## src/assert_macros.svh

```systemverilog
// ----------------------------------------------------------------------------
// Assertion macros
// Short forms for the concurrent checks used by the RTL.
// ----------------------------------------------------------------------------
`ifndef ASSERT_MACROS_SVH
`define ASSERT_MACROS_SVH

// The consequent must hold in the same cycle as the antecedent.
`define ASSERT_IMPLIES(label, clk, rst, ante, cons, msg) \
   label: assert property (@(posedge clk) disable iff (rst) (ante) |-> (cons)) \
      else $error(msg);

// The consequent must hold in the cycle after the antecedent.
`define ASSERT_NEXT(label, clk, rst, ante, cons, msg) \
   label: assert property (@(posedge clk) disable iff (rst) (ante) |=> (cons)) \
      else $error(msg);

`endif

```

## src/agcm_pkg.sv

```systemverilog
// ----------------------------------------------------------------------------
// AES-128-GCM package
// Types, codes and AES helper functions shared by the stream core.
// ----------------------------------------------------------------------------
package agcm_pkg;

   // Configuration register indexes.
   localparam int CSR_INDEX_WIDTH = 3;
   localparam logic [CSR_INDEX_WIDTH-1:0] CSR_KEY_HIGH     = 3'd0;
   localparam logic [CSR_INDEX_WIDTH-1:0] CSR_KEY_LOW      = 3'd1;
   localparam logic [CSR_INDEX_WIDTH-1:0] CSR_NONCE_HIGH   = 3'd2;
   localparam logic [CSR_INDEX_WIDTH-1:0] CSR_NONCE_LOW    = 3'd3;
   localparam logic [CSR_INDEX_WIDTH-1:0] CSR_DECRYPT_MODE = 3'd4;

   typedef enum logic [1:0] {
      REQ_AAD    = 2'd0,
      REQ_TEXT   = 2'd1,
      REQ_FINISH = 2'd2,
      REQ_NONE   = 2'd3
   } req_kind_type;

   typedef enum logic [1:0] {
      PHASE_FRESH = 2'd0,
      PHASE_AAD   = 2'd1,
      PHASE_TEXT  = 2'd2
   } msg_phase_type;

   typedef enum logic [1:0] {
      AES_SRC_ZERO = 2'd0,
      AES_SRC_J0   = 2'd1,
      AES_SRC_CTR  = 2'd2
   } aes_src_type;

   typedef enum logic [1:0] {
      GF_SRC_AAD  = 2'd0,
      GF_SRC_TEXT = 2'd1,
      GF_SRC_LEN  = 2'd2
   } gf_src_type;

   typedef enum logic [1:0] {
      OUT_ORDER = 2'd0,
      OUT_TEXT  = 2'd1,
      OUT_FINAL = 2'd2
   } out_kind_type;

   typedef enum logic [3:0] {
      S_IDLE,
      S_DECODE,
      S_HKEY,
      S_J0,
      S_DISPATCH,
      S_CTR,
      S_GF_AAD,
      S_GF_TEXT,
      S_GF_LEN,
      S_EMIT_TEXT,
      S_EMIT_FINAL,
      S_EMIT_ORDER
   } ctrl_state_type;

   // Commands from the controller to the datapath.
   typedef struct packed {
      logic         load_req;
      logic         aes_start;
      logic         aes_expand;
      aes_src_type  aes_src;
      logic         save_h;
      logic         save_j0;
      logic         init_msg;
      logic         gf_start;
      gf_src_type   gf_src;
      logic         aad_commit;
      logic         text_commit;
      logic         out_load;
      out_kind_type out_kind;
   } agcm_cmd_type;

   // Status from the datapath to the controller.
   typedef struct packed {
      logic         aes_done;
      logic         gf_done;
      req_kind_type req_kind;
      logic         count_zero;
   } agcm_status_type;

   localparam logic [7:0] SBOX [0:255] = '{
      8'h63,8'h7c,8'h77,8'h7b,8'hf2,8'h6b,8'h6f,8'hc5,8'h30,8'h01,8'h67,8'h2b,8'hfe,8'hd7,8'hab,8'h76,
      8'hca,8'h82,8'hc9,8'h7d,8'hfa,8'h59,8'h47,8'hf0,8'had,8'hd4,8'ha2,8'haf,8'h9c,8'ha4,8'h72,8'hc0,
      8'hb7,8'hfd,8'h93,8'h26,8'h36,8'h3f,8'hf7,8'hcc,8'h34,8'ha5,8'he5,8'hf1,8'h71,8'hd8,8'h31,8'h15,
      8'h04,8'hc7,8'h23,8'hc3,8'h18,8'h96,8'h05,8'h9a,8'h07,8'h12,8'h80,8'he2,8'heb,8'h27,8'hb2,8'h75,
      8'h09,8'h83,8'h2c,8'h1a,8'h1b,8'h6e,8'h5a,8'ha0,8'h52,8'h3b,8'hd6,8'hb3,8'h29,8'he3,8'h2f,8'h84,
      8'h53,8'hd1,8'h00,8'hed,8'h20,8'hfc,8'hb1,8'h5b,8'h6a,8'hcb,8'hbe,8'h39,8'h4a,8'h4c,8'h58,8'hcf,
      8'hd0,8'hef,8'haa,8'hfb,8'h43,8'h4d,8'h33,8'h85,8'h45,8'hf9,8'h02,8'h7f,8'h50,8'h3c,8'h9f,8'ha8,
      8'h51,8'ha3,8'h40,8'h8f,8'h92,8'h9d,8'h38,8'hf5,8'hbc,8'hb6,8'hda,8'h21,8'h10,8'hff,8'hf3,8'hd2,
      8'hcd,8'h0c,8'h13,8'hec,8'h5f,8'h97,8'h44,8'h17,8'hc4,8'ha7,8'h7e,8'h3d,8'h64,8'h5d,8'h19,8'h73,
      8'h60,8'h81,8'h4f,8'hdc,8'h22,8'h2a,8'h90,8'h88,8'h46,8'hee,8'hb8,8'h14,8'hde,8'h5e,8'h0b,8'hdb,
      8'he0,8'h32,8'h3a,8'h0a,8'h49,8'h06,8'h24,8'h5c,8'hc2,8'hd3,8'hac,8'h62,8'h91,8'h95,8'he4,8'h79,
      8'he7,8'hc8,8'h37,8'h6d,8'h8d,8'hd5,8'h4e,8'ha9,8'h6c,8'h56,8'hf4,8'hea,8'h65,8'h7a,8'hae,8'h08,
      8'hba,8'h78,8'h25,8'h2e,8'h1c,8'ha6,8'hb4,8'hc6,8'he8,8'hdd,8'h74,8'h1f,8'h4b,8'hbd,8'h8b,8'h8a,
      8'h70,8'h3e,8'hb5,8'h66,8'h48,8'h03,8'hf6,8'h0e,8'h61,8'h35,8'h57,8'hb9,8'h86,8'hc1,8'h1d,8'h9e,
      8'he1,8'hf8,8'h98,8'h11,8'h69,8'hd9,8'h8e,8'h94,8'h9b,8'h1e,8'h87,8'he9,8'hce,8'h55,8'h28,8'hdf,
      8'h8c,8'ha1,8'h89,8'h0d,8'hbf,8'he6,8'h42,8'h68,8'h41,8'h99,8'h2d,8'h0f,8'hb0,8'h54,8'hbb,8'h16
   };

   // Multiply by x in GF(2^8).
   function automatic logic [7:0] xtime(input logic [7:0] b);
      return {b[6:0], 1'b0} ^ (b[7] ? 8'h1b : 8'h00);
   endfunction

   // Round constant for the given round, one to ten.
   function automatic logic [7:0] rcon(input logic [3:0] r);
      logic [7:0] v;
      case (r)
         4'd1:    v = 8'h01;
         4'd2:    v = 8'h02;
         4'd3:    v = 8'h04;
         4'd4:    v = 8'h08;
         4'd5:    v = 8'h10;
         4'd6:    v = 8'h20;
         4'd7:    v = 8'h40;
         4'd8:    v = 8'h80;
         4'd9:    v = 8'h1b;
         4'd10:   v = 8'h36;
         default: v = 8'h00;
      endcase
      return v;
   endfunction

   // One AES round without the key addition; the last round skips MixColumns.
   function automatic logic [127:0] aes_round(input logic [127:0] s, input logic last);
      logic [7:0]   sb [16];
      logic [7:0]   t  [16];
      logic [7:0]   m  [16];
      logic [127:0] r;
      for (int i = 0; i < 16; i++) begin
         sb[i] = s[127-8*i -: 8];
      end
      for (int i = 0; i < 16; i++) begin
         t[i] = SBOX[sb[(i + 4*(i & 3)) & 15]];
      end
      for (int c = 0; c < 16; c += 4) begin
         m[c]   = xtime(t[c]) ^ xtime(t[c+1]) ^ t[c+1] ^ t[c+2] ^ t[c+3];
         m[c+1] = t[c] ^ xtime(t[c+1]) ^ xtime(t[c+2]) ^ t[c+2] ^ t[c+3];
         m[c+2] = t[c] ^ t[c+1] ^ xtime(t[c+2]) ^ xtime(t[c+3]) ^ t[c+3];
         m[c+3] = xtime(t[c]) ^ t[c] ^ t[c+1] ^ t[c+2] ^ xtime(t[c+3]);
      end
      for (int i = 0; i < 16; i++) begin
         r[127-8*i -: 8] = last ? t[i] : m[i];
      end
      return r;
   endfunction

   // Next AES-128 round key from the previous one.
   function automatic logic [127:0] key_next(input logic [127:0] k, input logic [7:0] rc);
      logic [31:0] t;
      logic [31:0] w0;
      logic [31:0] w1;
      logic [31:0] w2;
      logic [31:0] w3;
      t  = {SBOX[k[23:16]] ^ rc, SBOX[k[15:8]], SBOX[k[7:0]], SBOX[k[31:24]]};
      w0 = k[127:96] ^ t;
      w1 = k[95:64] ^ w0;
      w2 = k[63:32] ^ w1;
      w3 = k[31:0] ^ w2;
      return {w0, w1, w2, w3};
   endfunction

   // Mask with the leading n bytes of a block set.
   function automatic logic [127:0] byte_mask(input logic [4:0] n);
      logic [127:0] m;
      for (int i = 0; i < 16; i++) begin
         m[127-8*i -: 8] = (5'(i) < n) ? 8'hff : 8'h00;
      end
      return m;
   endfunction

endpackage

```

## src/agcm_ctrl.sv

```systemverilog
// ----------------------------------------------------------------------------
// AES-128-GCM controller
// Sequences message setup, AAD, text and finish items over the datapath.
// ----------------------------------------------------------------------------
module agcm_ctrl (
   input  logic                      clock,
   input  logic                      reset,
   input  logic                      req_valid,
   output logic                      req_ready,
   output logic                      rsp_valid,
   input  logic                      rsp_ready,
   input  agcm_pkg::agcm_status_type status,
   output agcm_pkg::agcm_cmd_type    cmd
);

   agcm_pkg::ctrl_state_type state_ff;
   agcm_pkg::ctrl_state_type state_in;
   agcm_pkg::msg_phase_type  phase_ff;
   agcm_pkg::msg_phase_type  phase_in;
   logic                     rsp_valid_ff;
   logic                     rsp_valid_in;
   logic                     out_free;

   // The result slot is free when empty or being drained this cycle.
   assign out_free = !rsp_valid_ff || rsp_ready;

   // Next state.
   always_comb begin
      state_in = state_ff;
      case (state_ff)
         agcm_pkg::S_IDLE: begin
            if (req_valid) state_in = agcm_pkg::S_DECODE;
         end
         agcm_pkg::S_DECODE: begin
            if (status.req_kind == agcm_pkg::REQ_NONE) begin
               state_in = agcm_pkg::S_IDLE;
            end else if (status.req_kind == agcm_pkg::REQ_AAD &&
                         phase_ff == agcm_pkg::PHASE_TEXT) begin
               state_in = agcm_pkg::S_EMIT_ORDER;
            end else if (phase_ff == agcm_pkg::PHASE_FRESH) begin
               state_in = agcm_pkg::S_HKEY;
            end else begin
               state_in = agcm_pkg::S_DISPATCH;
            end
         end
         agcm_pkg::S_HKEY: begin
            if (status.aes_done) state_in = agcm_pkg::S_J0;
         end
         agcm_pkg::S_J0: begin
            if (status.aes_done) state_in = agcm_pkg::S_DISPATCH;
         end
         agcm_pkg::S_DISPATCH: begin
            case (status.req_kind)
               agcm_pkg::REQ_AAD:
                  state_in = status.count_zero ? agcm_pkg::S_IDLE : agcm_pkg::S_GF_AAD;
               agcm_pkg::REQ_TEXT:
                  state_in = status.count_zero ? agcm_pkg::S_EMIT_TEXT : agcm_pkg::S_CTR;
               default:
                  state_in = agcm_pkg::S_GF_LEN;
            endcase
         end
         agcm_pkg::S_CTR: begin
            if (status.aes_done) state_in = agcm_pkg::S_GF_TEXT;
         end
         agcm_pkg::S_GF_AAD: begin
            if (status.gf_done) state_in = agcm_pkg::S_IDLE;
         end
         agcm_pkg::S_GF_TEXT: begin
            if (status.gf_done) state_in = agcm_pkg::S_EMIT_TEXT;
         end
         agcm_pkg::S_GF_LEN: begin
            if (status.gf_done) state_in = agcm_pkg::S_EMIT_FINAL;
         end
         agcm_pkg::S_EMIT_TEXT, agcm_pkg::S_EMIT_FINAL, agcm_pkg::S_EMIT_ORDER: begin
            if (out_free) state_in = agcm_pkg::S_IDLE;
         end
         default: state_in = agcm_pkg::S_IDLE;
      endcase
   end

   // Commands, message phase and result valid.
   always_comb begin
      cmd          = '0;
      req_ready    = 1'b0;
      phase_in     = phase_ff;
      rsp_valid_in = rsp_valid_ff && !rsp_ready;
      case (state_ff)
         agcm_pkg::S_IDLE: begin
            req_ready    = 1'b1;
            cmd.load_req = req_valid;
         end
         agcm_pkg::S_DECODE: begin
            if (status.req_kind != agcm_pkg::REQ_NONE &&
                phase_ff == agcm_pkg::PHASE_FRESH) begin
               cmd.aes_start  = 1'b1;
               cmd.aes_expand = 1'b1;
               cmd.aes_src    = agcm_pkg::AES_SRC_ZERO;
            end
         end
         agcm_pkg::S_HKEY: begin
            if (status.aes_done) begin
               cmd.save_h    = 1'b1;
               cmd.aes_start = 1'b1;
               cmd.aes_src   = agcm_pkg::AES_SRC_J0;
            end
         end
         agcm_pkg::S_J0: begin
            if (status.aes_done) begin
               cmd.save_j0  = 1'b1;
               cmd.init_msg = 1'b1;
               phase_in     = agcm_pkg::PHASE_AAD;
            end
         end
         agcm_pkg::S_DISPATCH: begin
            case (status.req_kind)
               agcm_pkg::REQ_AAD: begin
                  cmd.gf_start = !status.count_zero;
                  cmd.gf_src   = agcm_pkg::GF_SRC_AAD;
               end
               agcm_pkg::REQ_TEXT: begin
                  phase_in      = agcm_pkg::PHASE_TEXT;
                  cmd.aes_start = !status.count_zero;
                  cmd.aes_src   = agcm_pkg::AES_SRC_CTR;
               end
               default: begin
                  cmd.gf_start = 1'b1;
                  cmd.gf_src   = agcm_pkg::GF_SRC_LEN;
               end
            endcase
         end
         agcm_pkg::S_CTR: begin
            if (status.aes_done) begin
               cmd.gf_start = 1'b1;
               cmd.gf_src   = agcm_pkg::GF_SRC_TEXT;
            end
         end
         agcm_pkg::S_GF_AAD: begin
            cmd.aad_commit = status.gf_done;
         end
         agcm_pkg::S_GF_TEXT: begin
            cmd.text_commit = status.gf_done;
         end
         agcm_pkg::S_GF_LEN: begin
            if (status.gf_done) phase_in = agcm_pkg::PHASE_FRESH;
         end
         agcm_pkg::S_EMIT_TEXT: begin
            cmd.out_kind = agcm_pkg::OUT_TEXT;
            if (out_free) begin
               cmd.out_load = 1'b1;
               rsp_valid_in = 1'b1;
            end
         end
         agcm_pkg::S_EMIT_FINAL: begin
            cmd.out_kind = agcm_pkg::OUT_FINAL;
            if (out_free) begin
               cmd.out_load = 1'b1;
               rsp_valid_in = 1'b1;
            end
         end
         agcm_pkg::S_EMIT_ORDER: begin
            cmd.out_kind = agcm_pkg::OUT_ORDER;
            if (out_free) begin
               cmd.out_load = 1'b1;
               rsp_valid_in = 1'b1;
            end
         end
         default: ;
      endcase
   end

   // State registers.
   always_ff @(posedge clock) begin
      if (reset) begin
         state_ff     <= agcm_pkg::S_IDLE;
         phase_ff     <= agcm_pkg::PHASE_FRESH;
         rsp_valid_ff <= 1'b0;
      end else begin
         state_ff     <= state_in;
         phase_ff     <= phase_in;
         rsp_valid_ff <= rsp_valid_in;
      end
   end

   assign rsp_valid = rsp_valid_ff;

endmodule

```

## config.mk

```make
export PLATFORM = sky130hd
export DESIGN_NAME = agcm_ctrl
export DESIGN_NICKNAME = d
export VERILOG_FILES = /design/src/assert_macros.svh /design/src/agcm_pkg.sv /design/src/agcm_ctrl.sv
export SDC_FILE = /design/constraint.sdc
export NUM_CORES = 1
export LEC_CHECK = 0
export ABC_AREA = 0
export BUFFER_PORTS_ARGS = -buffer_cell sky130_fd_sc_hd__buf_4
export CAP_MARGIN = 20
export CORE_UTILIZATION = 52
export CTS_BUF_LIST = sky130_fd_sc_hd__clkbuf_16
export CTS_CLUSTER_SIZE = 20
export DETAILED_ROUTE_END_ITERATION = 7
export GPL_TIMING_DRIVEN = 0
export HOLD_SLACK_MARGIN = 0.12
export PLACE_DENSITY = 0.86
export SYNTH_ARGS = -nofsm -noshare
export SYNTH_HDL_FRONTEND = slang
export SYNTH_SLANG_ARGS = --single-unit
```

## constraint.sdc

```tcl
create_clock -name clock -period 5.05 [get_ports clock]
set_clock_uncertainty 0.15 [all_clocks]
set_input_delay 1.01 -clock clock [delete_from_list [all_inputs] [get_ports clock]]
set_output_delay 1.01 -clock clock [all_outputs]
set_load 0.05 [all_outputs]
```

Word level (Yosys, flattened, before mapping)
Cells that the tools add are included.
{ "op_classes": {"reduce_logical": 14, "add_sub_neg": 0, "bitwise": 0, "magnitude_cmp": 0, "n_div": 0, "n_mul": 0, "shift": 0, "n_mux": 41, "n_eq_ne": 24} }
{ "op_table": {"columns": ["cell", "count"], "rows": [
  ["two-way mux 4 bit", 12],
  ["one-hot mux 4 bit (10 select lines)", 1],
  ["equality test 4 x 3 -> 1 bit (second input constant)", 4],
  ["equality test 4 bit (second input constant)", 4],
  ["inequality test 2 bit (second input constant)", 8],
  ["two-way mux 2 bit", 7],
  ["one-hot mux 2 bit (3 select lines)", 2],
  ["one-hot mux 3 bit (2 select lines)", 2],
  ["two-way mux 1 bit", 11],
  ["two-way mux 3 bit", 3],
  ["one-hot mux 3 bit (3 select lines)", 1],
  ["equality test 4 x 2 -> 1 bit (second input constant)", 2],
  ["one-hot mux 4 bit (2 select lines)", 1],
  ["AND reduction 8 bit", 1],
  ["equality test 2 bit (second input constant)", 2],
  ["equality test 4 x 1 -> 1 bit (second input constant)", 1],
  ["logical NOT 2 bit", 2],
  ["logical NOT 4 bit", 1],
  ["inequality test 2 x 1 -> 1 bit (second input constant)", 2],
  ["AND reduction 4 bit", 1],
  ["logical AND 1 bit", 3],
  ["logical NOT 1 bit", 3],
  ["one-hot mux 1 bit (3 select lines)", 1],
  ["nonzero test 3 bit", 1],
  ["3 further kinds", 3]
]} }
{ "word_totals": {"mem_bits_rw": 0, "in_bits": 9, "word_cells": 82, "out_inout_bits": 18, "mem_count": 0, "regBits": 7, "latchBits": 0, "romBits": 0} }

Logic depth before layout (Yosys ltp)
Gate-level depths: netlist of the first run.
{ "depth": {"ltp_word": 5, "ltp_mapped": 6, "mapped_depth_nobuf": 4} }

Least setup slack after synthesis of the first run
No wires, ideal clock.
{ "synth_timing": {"path_kind": "input to output", "from": "in status[1] (netlist bit)", "to": "out cmd[14] (netlist bit)", "n_path_buf": 1, "required_time_ns": 3.890, "path_slack_ns": 1.379, "arrival_time_ns": 2.511, "cell_stages": 4, "path_cell_list": "clkbuf_1 > a21o_1 > nor3_2 > a211o_1"} }
{ "synth_lines": {"columns": ["element", "line_no", "source"], "rows": [
  ["start: declaration", "agcm_ctrl.sv:12", "input agcm_pkg::agcm_status_type status,"],
  ["end: declaration", "agcm_ctrl.sv:13", "output agcm_pkg::agcm_cmd_type cmd"]
]} }

==> results.sh, run 1 <==
export IMPL_ys_top_cells_by_area="dfxtp_1 (19%), and3_1 (5.0%), a31oi_1 (4.1%)"
export IMPL_fp_dieH_um=40.1
export IMPL_cpPeakStageDelay_ps=330
export IMPL_ctsHtreeMaxLevel=1
export IMPL_initial_core_util=0.567
export IMPL_dpl_instance_area_um2=970
export IMPL_setup_violations=0
export IMPL_grt_setup_unrepaired="no"
export IMPL_die_area_um2=1610
export IMPL_avgSynthCellArea_um2=7.48
export IMPL_grt_max_degree=11
export IMPL_max_freq_mhz=299
export IMPL_syn_area_um2=756
export IMPL_drt_wl_total_um=2390
export IMPL_synth_distinct_cells=43
export IMPL_status="finished clean"
export IMPL_ant_nets=0
export IMPL_worst_setup_path_end_kind="primary output"
export IMPL_cp_data_required_time_ps=3890
export IMPL_peakVddDrop_mv=0.370
export IMPL_grt_pass1_vias=804
export IMPL_synth_common_cells="dfxtp_1 (7), and3_1 (6), nand2_1 (6)"
export IMPL_clock_power_share=0.230
export IMPL_layout_nets=141
export IMPL_place_inst=142
export IMPL_numCtsBuffers=3
export IMPL_synthFlopType="dfxtp_1"
export IMPL_final_area_um2=1050
export IMPL_max_slew_margin=0.657
export IMPL_synth_edf_count=0
export IMPL_clk_path_buf_depth=2
export IMPL_p_comb_frac=0.629
export IMPL_cpMaxStageDelayCell="clkbuf_1"
export IMPL_fin_util=0.786
export IMPL_clk_latency_ps=230
export IMPL_drive_above_1_share=0.321
export IMPL_netlist_area_leader_share=0.185
export IMPL_power_switching_mw=0.283
export IMPL_grt_usage=0.330
export IMPL_drc=0
export IMPL_startpoint_type="input pin"
export IMPL_fin_cells=146
export IMPL_async_flop_share=0
export IMPL_gr_total_overflow=0
export IMPL_drv_slew=0
export IMPL_die_x_um=40.1
export IMPL_synth_most_common_cell="dfxtp_1"
export IMPL_timing_hold_worst_class="flip-flop to flip-flop"
export IMPL_fp_row_count=13
export IMPL_pwr_share_seq=0.141
export IMPL_wire_per_inst_um=16.3
export IMPL_tightest_slew_ps=513
export IMPL_cpMostUsedCell="buf_4"
export IMPL_maxCapViolCount=0
export IMPL_grt_pass1_wl_um=3490
export IMPL_vias=978
export IMPL_grtUsageMet3=0.0611
export IMPL_area_growth_pct=38.7
export IMPL_cts_root_buf="clkbuf_16"
export IMPL_crit_chain="buf_4 -> clkbuf_1 -> a21o_1 -> nor3_2 -> a211o_1 -> buf_4"
export IMPL_ctsResizeCount=0
export IMPL_cts_sinks=7
export IMPL_crit_family="buffers and inverters"
export IMPL_cts_hold_buf=0
export IMPL_worstPathMaxFanout=10
export IMPL_finalCritPeriodShare=0.663
export IMPL_grt_busiest_layer="met2"
export IMPL_ys_ff_latch=7
export IMPL_path_clk_slew_ps=30
export IMPL_layout_min_cycle_time_ps=3350
export IMPL_core_um2=1330
export IMPL_synth_area_leader_cell="dfxtp_1"
export IMPL_finalHoldViolCount=0
export IMPL_yosysSeqAreaShare=0.185
export IMPL_crit_type="input pin to primary output"
export IMPL_hold_slack_ps=423
export IMPL_drtIter0Drc=29
export IMPL_swShare=0.485
export IMPL_tns_ps=0
export IMPL_p_leak_nw=0.480
export IMPL_grtUsageMet2=0.601
export IMPL_postCtsSetupBuffers=0
export IMPL_port_buffers=26
export IMPL_synth_nets=110
export IMPL_cp_num_buf_inv=3
export IMPL_dr_pass1_iters=5
export IMPL_grt_met1_usage=0.365
export IMPL_num_antenna_cells=0
export IMPL_nFillCells=96
export IMPL_cts_tree="done"
export IMPL_p_int_mw=0.300
export IMPL_crit_arrival_ps=2190
export IMPL_yosysWarnings=0
export IMPL_synthCells=101
export IMPL_powerDensity_nw_per_um2=556
export IMPL_dp_hpwl_um=1660
export IMPL_antenna_found_initial=0
export IMPL_gp_congestion=0.948
export IMPL_ioPinCount=27
export IMPL_via_per_inst=6.70
## cell families after synthesis
family,Yosys count,synth area share
simple gates,49,0.407
compound gates,30,0.296
buf+inv,13,0.0861
flops,7,0.185
xor+xnor,1,0.0116
mux,1,0.0132
## layout make-up
| class | count | area [µm²] | area share |
|---|---|---|---|
| buffer | 9 | 50.0 | 0.0477 |
| clock buffer | 3 | 75.1 | 0.0716 |
| clock inverter | 1 | 3.75 | 0.00358 |
| inverter | 4 | 15.0 | 0.0143 |
| multi-input combinational | 81 | 551 | 0.525 |
| sequential | 7 | 140 | 0.134 |
| tap | 15 | 18.8 | 0.0179 |
| timing repair buffer | 26 | 195 | 0.186 |
## routing by layer
layer,part of all wire,vias to the layer above,wire length [µm]
li1,-,443,-
met2,0.51,73,1210
met3,0.095,11,227
met5,0,-,0
met4,0.029,0,70
met1,0.37,451,881
## stage by stage
| stage | power, mW | worst slack (ps) |
|---|---|---|
| floorplan | 0.351 | 1380 |
| global placement | 0.432 | 1760 |
| detailed placement | 0.437 | 1720 |
| CTS | 0.577 | 1720 |
| global route | 0.612 | 1620 |
| finish | 0.583 | 1700 |
## worst register-to-register path: stages, from the launching register on
cell     delay, ps
dfxtp_1        420
buf_2          270
nand2_1        140
a31oi_1        390
nand3_1        210
o221a_1        270
## path summary, 6_finish.rpt
| path | slack [ps] | from | end | cells past startpoint |
|---|---|---|---|---|
| max reg2reg | 3070 | state_ff[3]$_SDFFE_PP0P_ | state_ff[1]$_SDFFE_PP0P_ | 5 |
| min | 420 | phase_ff[1]$_SDFFE_PP0P_ | phase_ff[1]$_SDFFE_PP0P_ | 2 |
| min reg2reg | 420 | phase_ff[1]$_SDFFE_PP0P_ | phase_ff[1]$_SDFFE_PP0P_ | 2 |
| max | 1700 | status[1] | cmd[14] | 6 |
## placed cells by master, fill, tap and decap left out, types with 2 or more instances in the layout
master / synthesis / routed
a211o_1: 2 / 2
a21oi_1: 4 / 4
a311oi_1: 3 / 3
a31oi_1: 5 / 5
and2_1: 2 / 2
and3_1: 6 / 6
buf_4: 2 / 28
clkbuf_1: 5 / 5
clkbuf_16: 0 / 3
dfxtp_1: 7 / 7
inv_1: 4 / 5
nand2_1: 6 / 6
nand2b_1: 3 / 3
nand3_1: 4 / 4
nor2_1: 5 / 5
nor2b_1: 5 / 5
nor3_1: 5 / 5
nor3b_1: 2 / 2
o21ai_0: 4 / 4
o21bai_1: 2 / 2
or4b_4: 2 / 2
## sequential cells by signal, summed over array words and instances (netlist names)
name	cells
state_ff	4
rsp_valid	1
phase_ff	2
## power by group through the flow
stage          clock network [mW]  logic, mW  registers (mW)
3_3_place_gp                    0      0.350          0.0819
3_5_place_dp                    0      0.355          0.0822
6_report                    0.134      0.367          0.0822
2_1_floorplan                   0      0.267          0.0834
5_1_grt                     0.137      0.392          0.0835
4_1_cts                     0.133      0.362          0.0814
Power figures use the tool's default switching activity.
==> inputs of run 2 (changes only) <==
--- a/config.mk
+++ b/config.mk
@@ -8,13 +8,14 @@
 export ABC_AREA = 0
 export BUFFER_PORTS_ARGS = -buffer_cell sky130_fd_sc_hd__buf_4
 export CAP_MARGIN = 20
-export CORE_UTILIZATION = 52
+export CORE_ASPECT_RATIO = 1.25
+export CORE_UTILIZATION = 43
 export CTS_BUF_LIST = sky130_fd_sc_hd__clkbuf_16
 export CTS_CLUSTER_SIZE = 20
 export DETAILED_ROUTE_END_ITERATION = 7
 export GPL_TIMING_DRIVEN = 0
 export HOLD_SLACK_MARGIN = 0.12
-export PLACE_DENSITY = 0.86
+export PLACE_DENSITY = 0.76
 export SYNTH_ARGS = -nofsm -noshare
 export SYNTH_HDL_FRONTEND = slang
 export SYNTH_SLANG_ARGS = --single-unit
==> constraint.sdc (replaced) <==
create_clock -name clock -period 2.8 [get_ports clock]
set_clock_uncertainty 0.15 [all_clocks]
set_input_delay 0.56 -clock clock [delete_from_list [all_inputs] [get_ports clock]]
set_output_delay 0.56 -clock clock [all_outputs]
set_load 0.05 [all_outputs]
==> results.sh, run 2 (synthesis gave the netlist of run 1 again) <==
export IMPL_finalHoldViolCount=0
export IMPL_peakVddDrop_mv=0.585
export IMPL_final_seq_area_um2=140
export IMPL_p_int_mw=0.544
export IMPL_grt_usage=0.247
export IMPL_finalCritPeriodShare=0.931
export IMPL_cts_hold_buf=0
export IMPL_nFillCells=148
export IMPL_largest_reg_flops=4
export IMPL_gp_congestion=0.940
export IMPL_final_area_um2=1060
export IMPL_vias=903
export IMPL_regToRegSetupSlack_ps=920
export IMPL_crit_arrival_ps=1900
export IMPL_layout_nets=141
export IMPL_dr_pass1_iters=4
export IMPL_drt_wl_total_um=2150
export IMPL_multiInputGateArea_um2=557
export IMPL_cts_root_buf="clkbuf_16"
export IMPL_ant_nets=0
export IMPL_layout_min_cycle_time_ps=2610
export IMPL_num_antenna_cells=0
export IMPL_numCtsBuffers=3
export IMPL_cts_tree="done"
export IMPL_port_buffers=26
export IMPL_grt_pass1_vias=798
export IMPL_antenna_found_initial=0
export IMPL_gr_total_overflow=0
export IMPL_final_cell_mix="buf_4 (28), dfxtp_1 (7), and3_1 (6), nand2_1 (6)"
export IMPL_postCtsSetupBuffers=0
export IMPL_fp_row_count=16
export IMPL_maxCapViolCount=0
export IMPL_startpoint_type="flip-flop"
export IMPL_max_freq_mhz=384
export IMPL_power_switching_mw=0.499
export IMPL_worst_setup_path_end_kind="primary output"
export IMPL_dp_slack_ps=374
export IMPL_clk_path_buf_depth=2
export IMPL_initial_core_util=0.472
export IMPL_p_leak_nw=0.475
export IMPL_crit_type="flip-flop to primary output"
export IMPL_dpl_instance_area_um2=980
export IMPL_setup_violations=0
export IMPL_worstPathMaxFanout=9
export IMPL_timing_hold_worst_class="input pin to flip-flop"
export IMPL_swShare=0.478
export IMPL_grt_max_degree=11
export IMPL_tns_ps=0
export IMPL_core_um2=1600
export IMPL_cp_data_required_time_ps=2090
export IMPL_max_slew_margin=0.669
export IMPL_via_per_inst=6.06
export IMPL_powerDensity_nw_per_um2=984
export IMPL_layout_cells_most_common="buf_4"
export IMPL_top_register="state_ff"
export IMPL_wire_per_inst_um=14.4
export IMPL_area_growth_pct=40.2
export IMPL_cts_sinks=7
export IMPL_drc=0
export IMPL_ctsResizeCount=0
export IMPL_power_total_mw=1.04
export IMPL_fp_dieH_um=48.9
export IMPL_die_x_um=39.5
export IMPL_die_area_um2=1930
export IMPL_p_comb_frac=0.624
export IMPL_postLayoutSetupSlackWorst_ps=193
export IMPL_clk_latency_ps=230
export IMPL_drtIter0Drc=20
export IMPL_ioPinCount=27
export IMPL_path_clk_slew_ps=40
export IMPL_drive_above_1_share=0.328
export IMPL_status="finished clean"
export IMPL_grt_setup_unrepaired="no"
export IMPL_dp_hpwl_um=1650
export IMPL_drv_slew=0
export IMPL_grt_pass1_wl_um=3420
export IMPL_pwr_share_seq=0.142
export IMPL_clock_power_share=0.234
export IMPL_ctsHtreeMaxLevel=1
export IMPL_tightest_slew_ps=494
[run 2: cell types whose count changed in the layout (fill, tap and decap cells not counted)]
cell      delta
nor3_2       -1
nor3_4       +1
inv_1        -1
clkinv_2     +1
[run 2: critical path, stage by stage (launching register included)]
cell,delay (ps)
dfxtp_1,290
buf_4,150
or4b_4,560
a21o_1,220
nor3_4,130
a211o_1,120
buf_4,190
[run 2: per-layer routing]
| layer | GRT usage | up-vias | routed length, µm |
|---|---|---|---|
| li1 | - | 446 | - |
| met4 | 0.0805 | 0 | 50 |
| met5 | 0 | - | 0 |
| met2 | 0.393 | 32 | 1060 |
| met1 | 0.297 | 419 | 905 |
| met3 | 0.0868 | 6 | 128 |
[run 2: worst paths after layout]
kind / startpoint / end / cells after the start
max: state_ff[2]$_SDFFE_PP0P_ / cmd[14] / 6
min: reset / phase_ff[1]$_SDFFE_PP0P_ / 2
max reg2reg: state_ff[3]$_SDFFE_PP0P_ / state_ff[1]$_SDFFE_PP0P_ / 5
min reg2reg: phase_ff[1]$_SDFFE_PP0P_ / phase_ff[1]$_SDFFE_PP0P_ / 2
[run 2: area by class of cell]
cell class / count / share of cell area
Inverter: 4 / 0.0142
Timing Repair Buffer: 26 / 0.184
Sequential cell: 7 / 0.132
Multi-Input combinational cell: 81 / 0.525
Tap cell: 18 / 0.0213
Clock inverter: 1 / 0.00472
Clock buffer: 3 / 0.0708
Buffer: 9 / 0.0472
[run 2: power groups by stage]
stage	registers [mW]	clock network, mW	logic (mW)
finish	0.148	0.244	0.651
global route	0.151	0.257	0.697
CTS	0.147	0.249	0.648
detailed placement	0.148	0	0.646
global placement	0.147	0	0.643
floorplan	0.151	0	0.485
[run 2: through the flow]
stage	instances	hold WS [ps]	utilization
after detailed placement	145	398	0.612
after CTS	149	396	0.662
after global routing	149	404	0.662
after floorplan	101	356	-
final	149	400	0.662
after global placement	145	395	0.612
==> inputs of run 3 (changes only) <==
--- a/config.mk
+++ b/config.mk
@@ -5,15 +5,14 @@
 export SDC_FILE = /design/constraint.sdc
 export NUM_CORES = 1
 export LEC_CHECK = 0
-export ABC_AREA = 0
+export ABC_AREA = 1
 export BUFFER_PORTS_ARGS = -buffer_cell sky130_fd_sc_hd__buf_4
 export CAP_MARGIN = 20
 export CORE_ASPECT_RATIO = 1.25
-export CORE_UTILIZATION = 43
+export CORE_UTILIZATION = 42
 export CTS_BUF_LIST = sky130_fd_sc_hd__clkbuf_16
 export CTS_CLUSTER_SIZE = 20
 export DETAILED_ROUTE_END_ITERATION = 7
-export GPL_TIMING_DRIVEN = 0
 export HOLD_SLACK_MARGIN = 0.12
 export PLACE_DENSITY = 0.76
 export SYNTH_ARGS = -nofsm -noshare
==> results.sh, run 3 <==
export IMPL_gr_total_overflow=0
export IMPL_drive_above_1_share=0.264
export IMPL_maxCapViolCount=0
export IMPL_port_buffers=26
export IMPL_dp_slack_ps=726
export IMPL_drv_slew=0
export IMPL_synth_edf_count=0
export IMPL_largest_reg_flops=4
export IMPL_p_comb_frac=0.604
export IMPL_grt_pass1_vias=733
export IMPL_num_antenna_cells=0
export IMPL_grtUsageMet3=0.0664
export IMPL_cp_data_required_time_ps=2090
export IMPL_p_int_mw=0.487
export IMPL_power_total_mw=1.01
export IMPL_initial_core_util=0.474
export IMPL_drtIter0Drc=37
export IMPL_grt_busiest_layer="met2"
export IMPL_synth_distinct_cells=17
export IMPL_synth_common_cells="nor2_1 (36), nand2_1 (27), inv_1 (17)"
export IMPL_layout_min_cycle_time_ps=2340
export IMPL_numCtsBuffers=3
export IMPL_ctsHtreeMaxLevel=1
export IMPL_synthCells=131
export IMPL_postCtsSetupBuffers=0
export IMPL_path_clk_slew_ps=40
export IMPL_startpoint_type="flip-flop"
export IMPL_grt_pass1_wl_um=2990
export IMPL_yosysWarnings=0
export IMPL_ctsResizeCount=0
export IMPL_clk_path_buf_depth=2
export IMPL_async_flop_share=0
export IMPL_max_freq_mhz=427
export IMPL_clk_latency_ps=230
export IMPL_synth_nets=140
export IMPL_grt_max_degree=10
export IMPL_peakVddDrop_mv=0.655
export IMPL_final_area_um2=965
export IMPL_via_per_inst=5.00
export IMPL_power_switching_mw=0.524
export IMPL_tightest_slew_ps=333
export IMPL_cts_hold_buf=0
export IMPL_syn_area_um2=686
export IMPL_fp_row_count=15
export IMPL_drc=0
export IMPL_avgSynthCellArea_um2=5.23
export IMPL_worst_setup_path_end_kind="primary output"
export IMPL_ioPinCount=27
export IMPL_ys_top_cells_by_area="dfxtp_1 (20%), nor2_1 (20%), nand2_1 (15%)"
export IMPL_gp_congestion=0.846
export IMPL_ant_nets=0
export IMPL_pwr_share_seq=0.159
export IMPL_top_register="state_ff"
export IMPL_ys_ff_latch=7
export IMPL_place_inst=172
export IMPL_dpl_instance_area_um2=886
export IMPL_antenna_found_initial=0
export IMPL_status="finished clean"
export IMPL_synth_area_leader_cell="dfxtp_1"
export IMPL_die_area_um2=1800
export IMPL_max_slew_margin=0.778
export IMPL_die_x_um=38.1
export IMPL_dr_pass1_iters=4
export IMPL_synthFlopType="dfxtp_1"
export IMPL_p_leak_nw=0.538
export IMPL_swShare=0.518
export IMPL_grtUsageMet2=0.434
export IMPL_grt_met1_usage=0.270
export IMPL_area_growth_pct=40.7
export IMPL_crit_arrival_ps=1630
export IMPL_cts_tree="done"
export IMPL_grt_setup_unrepaired="no"
export IMPL_dp_hpwl_um=1530
export IMPL_synth_most_common_cell="nor2_1"
export IMPL_cts_root_buf="clkbuf_16"
export IMPL_finalCritPeriodShare=0.837
export IMPL_layout_nets=169
export IMPL_netlist_area_leader_share=0.204
export IMPL_fp_dieH_um=47.2
export IMPL_tns_ps=0
export IMPL_cts_sinks=7
export IMPL_powerDensity_nw_per_um2=1050
export IMPL_final_cell_mix="nor2_1 (35), nand2_1 (27), buf_4 (26), inv_1 (18), nand3_1 (16)"
export IMPL_fin_cells=176
export IMPL_crit_type="flip-flop to primary output"
export IMPL_wire_per_inst_um=11.1
export IMPL_vias=880
export IMPL_postLayoutSetupSlackWorst_ps=457
export IMPL_setup_violations=0
export IMPL_worstPathMaxFanout=9
export IMPL_timing_hold_worst_class="flip-flop to flip-flop"
export IMPL_yosysSeqAreaShare=0.204
export IMPL_nFillCells=148
export IMPL_core_um2=1450
export IMPL_clock_power_share=0.237
export IMPL_layout_cells_most_common="nor2_1"
export IMPL_drt_wl_total_um=1950
export IMPL_grt_usage=0.238
export IMPL_finalHoldViolCount=0
## run 3: path summary, 6_finish.rpt
check	start	end	slack, ps	depth (start not counted)
worst min-delay path	phase_ff[0]$_SDFFE_PP0P_	phase_ff[0]$_SDFFE_PP0P_	310	2
worst max-delay path	state_ff[2]$_SDFFE_PP0P_	cmd[14]	460	8
worst max register to register	state_ff[0]$_SDFFE_PP0P_	state_ff[2]$_SDFFE_PP0P_	1200	9
worst min register to register	phase_ff[0]$_SDFFE_PP0P_	phase_ff[0]$_SDFFE_PP0P_	310	2
## run 3: final cells by class
cell class / count / area (µm²) / share of cell area
Multi-Input combinational cell: 102 / 454 / 0.471
Timing Repair Buffer: 26 / 195 / 0.202
Sequential cell: 7 / 140 / 0.145
Clock buffer: 3 / 75.1 / 0.0778
Inverter: 20 / 75.1 / 0.0778
Tap cell: 17 / 21.3 / 0.0220
Clock inverter: 1 / 3.75 / 0.00389
## run 3: critical path, cell delays in order (launching register included)
cell	delay, ps
dfxtp_1	350
nor2_2	310
inv_2	90
nor2_2	120
nand2_1	90
nor2_2	110
nor2_1	50
o21ai_0	70
buf_4	220
## run 3: stage by stage
step / util / hold WS [ps]
floorplan: - / 292
CTS: 0.668 / 314
global route: 0.668 / 340
finish: 0.668 / 314
detailed placement: 0.613 / 308
global placement: 0.613 / 305
## run 3: routing by layer
metal | part of all wire | vias up
li1 | - | 462
met1 | 0.42 | 373
met4 | 0.0041 | 0
met3 | 0.061 | 2
met2 | 0.51 | 43
met5 | 0 | -
## run 3: kinds of logic (layout without fill, tap and decap cells)
logic type,Yosys count,in the layout,share of synthesized area
AO/OA/AOI/OAI,10,10,0.0785
flip-flops,7,7,0.204
buffers and inverters,22,50,0.137
AND/OR/NAND/NOR,92,92,0.580
## run 3: power by group through the flow
stage | sequential [mW] | combinational, mW | clock [mW]
finish | 0.161 | 0.610 | 0.240
global route | 0.165 | 0.660 | 0.245
CTS | 0.160 | 0.606 | 0.242
detailed placement | 0.161 | 0.601 | 0
global placement | 0.160 | 0.593 | 0
floorplan | 0.154 | 0.472 | 0
